===== src/pipt_pkg.sv =====
package pipt_pkg;

    // Default coordinate width of points and configuration registers.
    localparam int COORD_BITS_DEF = 24;

    // Output beat width: the verdict padded to a whole byte.
    localparam int VERDICT_BITS  = 2;
    localparam int OUT_TDATA_W   = 8;

    // Configuration register indexes.
    localparam int CFG_INDEX_W = 2;
    typedef enum logic [CFG_INDEX_W-1:0] {
        CFG_SOURCE_X  = 2'd0,
        CFG_SOURCE_Y  = 2'd1,
        CFG_RAY_END_X = 2'd2,
        CFG_RAY_END_Y = 2'd3
    } cfg_index_t;

    // Final answer for one polygon.
    typedef enum logic [VERDICT_BITS-1:0] {
        VERDICT_OUTSIDE   = 2'd0,
        VERDICT_INSIDE    = 2'd1,
        VERDICT_AMBIGUOUS = 2'd2
    } verdict_t;

    // Outcome of testing one edge against the ray.
    typedef enum logic [1:0] {
        EDGE_MISS  = 2'd0,
        EDGE_CROSS = 2'd1,
        EDGE_AMBIG = 2'd2,
        EDGE_ON    = 2'd3
    } edge_class_t;

    // Sign of an orientation determinant.
    typedef struct packed {
        logic neg;
        logic zero;
    } sign_t;

endpackage


===== src/pipt_orient.sv =====
// Exact orientation sign of the triangle (p, q, r).
// The two cross products are registered; the sign comes from their difference.
module pipt_orient #(
    parameter int COORD_BITS = pipt_pkg::COORD_BITS_DEF
) (
    input  logic                         clk,
    input  logic                         en,
    input  logic signed [COORD_BITS-1:0] p_x,
    input  logic signed [COORD_BITS-1:0] p_y,
    input  logic signed [COORD_BITS-1:0] q_x,
    input  logic signed [COORD_BITS-1:0] q_y,
    input  logic signed [COORD_BITS-1:0] r_x,
    input  logic signed [COORD_BITS-1:0] r_y,
    output pipt_pkg::sign_t              sgn
);
    import pipt_pkg::*;

    localparam int DIFF_W = COORD_BITS + 1;
    localparam int PROD_W = 2 * DIFF_W;

    logic signed [DIFF_W-1:0] dqx, dqy, drx, dry;
    logic signed [PROD_W-1:0] prod_a_reg, prod_b_reg;
    logic signed [PROD_W:0]   det;

    // Coordinate differences relative to p.
    assign dqx = DIFF_W'(q_x) - DIFF_W'(p_x);
    assign dqy = DIFF_W'(q_y) - DIFF_W'(p_y);
    assign drx = DIFF_W'(r_x) - DIFF_W'(p_x);
    assign dry = DIFF_W'(r_y) - DIFF_W'(p_y);

    // One multiplier per product, registered.
    always_ff @(posedge clk)
    begin
        if (en)
        begin
            prod_a_reg <= dqx * dry;
            prod_b_reg <= dqy * drx;
        end
    end

    // Determinant and its sign.
    assign det      = (PROD_W+1)'(prod_a_reg) - (PROD_W+1)'(prod_b_reg);
    assign sgn.neg  = det[PROD_W];
    assign sgn.zero = (det == '0);

endmodule


===== config.mk =====
export PLATFORM = sky130hd
export DESIGN_NAME = pipt_orient
export DESIGN_NICKNAME = d
export VERILOG_FILES = /design/src/pipt_pkg.sv /design/src/pipt_orient.sv
export SDC_FILE = /design/constraint.sdc
export NUM_CORES = 2
export LEC_CHECK = 0
export ABC_AREA = 1
export BUFFER_PORTS_ARGS = -buffer_cell sky130_fd_sc_hd__buf_2
export CORE_MARGIN = 2
export CORE_UTILIZATION = 65
export DETAILED_ROUTE_END_ITERATION = 8
export PLACE_DENSITY = 0.86
export SYNTH_ARGS = -nofsm -noshare
export SYNTH_HDL_FRONTEND = slang
export SYNTH_SLANG_ARGS = --single-unit

===== constraint.sdc =====
create_clock -name clk -period 27.5 [get_ports clk]
set_clock_uncertainty 0.1 [all_clocks]
set_input_delay 4.125 -clock clk [delete_from_list [all_inputs] [get_ports clk]]
set_output_delay 4.125 -clock clk [all_outputs]
set_load 0.01 [all_outputs]

After elaboration in Yosys (flattened, before gate mapping) --
Index checks and enable logic that the tools add are counted.
Word-level totals: bits in registers 100, bits of input ports 146, output and inout port bits 2, word-level logic and storage cells 10
Operators by class: $add $sub $neg 5, multiply operators 2, reductions and logical operators 1
Operators with widths (count):
- 25-bit by 25-bit multiplier with 50-bit output | 2
- 24-bit by 24-bit subtractor with 25-bit output | 4
- 51-bit zero test | 1
- 50-bit by 50-bit subtractor with 51-bit output | 1

Longest topological paths before layout --
depth after elaboration 2, mapped depth 50, gate-level depth less buffers 50

Least setup slack after synthesis --
Ideal clock, no wire load.
kind input -> register, start in q_y[0], end reg prod_b_reg[47], data pin, library setup time 0.264 ns, arrival time 11.905 ns, data required time 27.136 ns, slack 15.231 ns, stages 37, buffers on the path 1, cell sequence inv_1 > ha_1 > inv_1 > fa_1 > nand2_1 > inv_1 > nand2_1 > nand2_1 > a21o_1 > nand2_1 > nand2_1 > nand3_1 > nand2_1 > nand3_1 > o2111ai_1 > or2_2 > nand2_1 > clkbuf_1 > nor2_1 > fa_1 > fa_1 > inv_1 > fa_1 > inv_1 > fa_1 > fa_1 > fa_1 > fa_1 > ha_1 > nand2_1 > nor2_1 > inv_1 > nor4_1 > nand3_1 > nand3_1 > a31oi_1 > xor2_1
On the way: word-level cells in the longest chain between the ends 2
RTL lines:
- start: declaration | RTL line pipt_orient.sv:11 | input logic signed [COORD_BITS-1:0] q_y,
- 24-bit by 24-bit subtractor with 25-bit output | RTL line pipt_orient.sv:27 | assign dqy = DIFF_W'(q_y) - DIFF_W'(p_y);
- 25-bit by 25-bit multiplier with 50-bit output | RTL line pipt_orient.sv:37 | prod_b_reg <= dqy * drx;
- end signal: assignment | RTL line pipt_orient.sv:37
- end: declaration | RTL line pipt_orient.sv:22 | logic signed [PROD_W-1:0] prod_a_reg, prod_b_reg;
No other way between the ends. A chain may end at the register's enable or synchronous reset.

Worst setup path in the final report --
Same ends and word-level chain as after synthesis.

==> results.cfg <==
[timing]
fin_crit_sh_pct = 51.71
fin_crit_ns = 14.22
hold_viol = 0
tightest_slew_ns = 1.238
relSlewSlack_pct = 17.39
setup_viol = 0
final-max-slew-violation-count = 0
tns_ns = 0
fmax_ghz = 0.07033
rsz0062_at_grt = no

[clocking]
numCtsBuffers = 9
postCtsSetupRepairBufs = 0
cts_buffer_depth = 2
cts_tree = built
clk_pin_slew_ns = 0.07
h-tree-depth = 3
cts_sinks = 100
ctsResizeCount = 0
cts_hold_buf = 0
cts-root-buf = clkbuf_16

[yosys]
netlist_area_sq_um = 55750
muxShareOfSynthArea_pct = 0.02020
synth_top_area_cell = fa_1
synth_top_family_by_area = adder cells
ys_types = 63
synth-xor-area-share_pct = 3.225
synth_compound_area_share_pct = 6.102
synth_top_area_share_pct = 47.43
synth_edf_count = 100
syn_nets = 8589
postSynth.asyncResetShare_pct = 0
synth-simple-area-share_pct = 15.26
avgSynthCellArea_sq_um = 8.329
synthTopCellsByArea = fa_1 47%, inv_1 12%, ha_1 9.6%
synth-seq-cells = 100
synth-main-ff-cell = edfxtp_1
syn_inst = 6694
yosysSeqAreaShare_pct = 5.386
synth_warnings = 0
synth-adder-area-share_pct = 57.04

[critical_path]
max_stage_delay_ns = 0.89
cp_data_required_time_ns = 27.52
crit_arrival_ns = 14.24
setup.worst_path.class = primary input to flip-flop
cp-startpoint = q_y[0]
end_kind = flip-flop
slowest_stage = nand2_1
cp_max_fo = 25
worstSetupStartpointType = primary input

[route]
vias_per_cell = 5.873
dr_wl_met3_um = 25250
wl_met1_um = 63430
routed_wirelength_um = 179000
num_vias = 46460
drt-pass1-iter-count = 8
drt_iter0_drc = 4940
drc_errors = 0
antenna_left = 0
topRoutingLayerUsed = met5
met2_length_um = 76140
routedWlPerCell_um = 22.63

[global_routing]
grt_usage_pct = 41.97
grt_max_degree = 55
grt_pass1_wl_um = 279500
grt_pass1_vias = 49600
antenna_found_initial = 12
grt-ovfl-total = 0

[min_path]
hp-class = primary input to flip-flop
worst_hold_startpoint = en

[place]
port_buffers = 147
dpl.hpwl_um = 151000
place.gp.congestion = 1.080

[floorplanning]
dieArea_sq_um = 88130
io_pins = 148
die_x_um = 296.9
num_rows = 107
start_util_pct = 65.48
core_sq_um = 85150
fp.dieH_um = 296.9

[cells_and_area]
area_delta_synth_final_pct = 4.473
num-nets-final = 8653
drive_gt1_share_pct = 4.879

[flow_run]
cap_viol_max_count = 0

[run_status]
outcome = complete, no violations
==> cell usage after synthesis, drive strengths merged, types with 2 or more instances <==
cell type  number
a211oi          6
a21boi          6
a21o           16
a21oi         279
a221oi          5
a31o            2
a31oi          54
and3            3
buf            42
clkbuf        121
clkinv          8
edfxtp        100
fa           1321
ha            428
inv          1732
nand2        1244
nand3          88
nand3b          4
nand4          27
nor2          728
nor3           29
nor4            9
o2111ai         2
o211ai         14
o21a           26
o21ai         137
o21bai         13
o221a           2
o221ai         12
o31ai           5
or2            23
or3             2
xnor2          83
xor2          115
==> cell families (layout without fill, tap and decap cells) <==
kind of cell	Yosys count	count (layout)
xor gates and xnor gates	198	198
buffers and inverters	1903	1972
adders and majority gates	1749	1749
muxes	1	1
DFF	100	100
and+or+nand+nor	2158	2158
other	0	5
AOI/OAI and AO/OA	585	585
==> path summary, 6_finish.rpt <==
path | to | cells past startpoint
min | prod_b_reg[0] | 1
max | prod_b_reg[47] | 37
==> cell usage in the layout, fill, tap and decap left out, drive strengths merged, types with 3 or more instances in the layout <==
| master | n |
|---|---|
| inv | 1734 |
| fa | 1321 |
| nand2 | 1244 |
| nor2 | 728 |
| ha | 428 |
| a21oi | 279 |
| buf | 216 |
| o21ai | 137 |
| xor2 | 115 |
| edfxtp | 100 |
| nand3 | 88 |
| xnor2 | 83 |
| a31oi | 54 |
| nor3 | 29 |
| nand4 | 27 |
| o21a | 26 |
| or2 | 23 |
| a21o | 16 |
| o211ai | 14 |
| o21bai | 13 |
| o221ai | 12 |
| clkinv | 10 |
| nor4 | 9 |
| clkbuf | 9 |
| a211oi | 6 |
| a21boi | 6 |
| diode | 5 |
| a221oi | 5 |
| o31ai | 5 |
| nand3b | 4 |
| and3 | 3 |
==> routing by layer <==
| layer | vias to the layer above | global-route usage (%) |
|---|---|---|
| li1 | 19870 | - |
| met1 | 22760 | 53.06 |
| met2 | 3090 | 62.77 |
| met3 | 736 | 14.17 |
| met4 | 12 | 25.53 |
| met5 | - | 0 |
==> per-stage QoR <==
step	instance area (sq um)	worst slack (ns)	instances	util [%]	hold WS, ns
3_5_place_dp	57920	13.10	7891	68.03	4.569
6_report	58250	13.28	7912	68.41	4.179
3_3_place_gp	57920	13.09	7891	68.03	4.553
4_1_cts	58230	13.46	7907	68.39	4.186
2_1_floorplan	55750	15.23	6694	-	4.138
5_1_grt	58240	12.72	7911	68.40	4.218
==> layout make-up <==
cell class	instances	area, sq um
Antenna cell	5	12.51
Clock buffer	9	225.2
Clock inverter	7	85.08
Fill cell	7014	26900
Inverter	1740	6534
Multi-Input combinational cell	4691	45700
Sequential cell	100	3003
Tap cell	1144	1431
Timing Repair Buffer	216	1256
==> critical path, delay by kind of cell <==
family	cells	cell delay (ns)
adder cells (fa/ha/maj)	10	4.90
buffers and inverters	7	1.10
AND/OR/NAND/NOR	16	3.37
AO/OA/AOI/OAI	3	0.57
XOR/XNOR	1	0.16
Power is not shown: default switching activity piles up to over one toggle a cycle in this logic, so the estimate is an artifact.
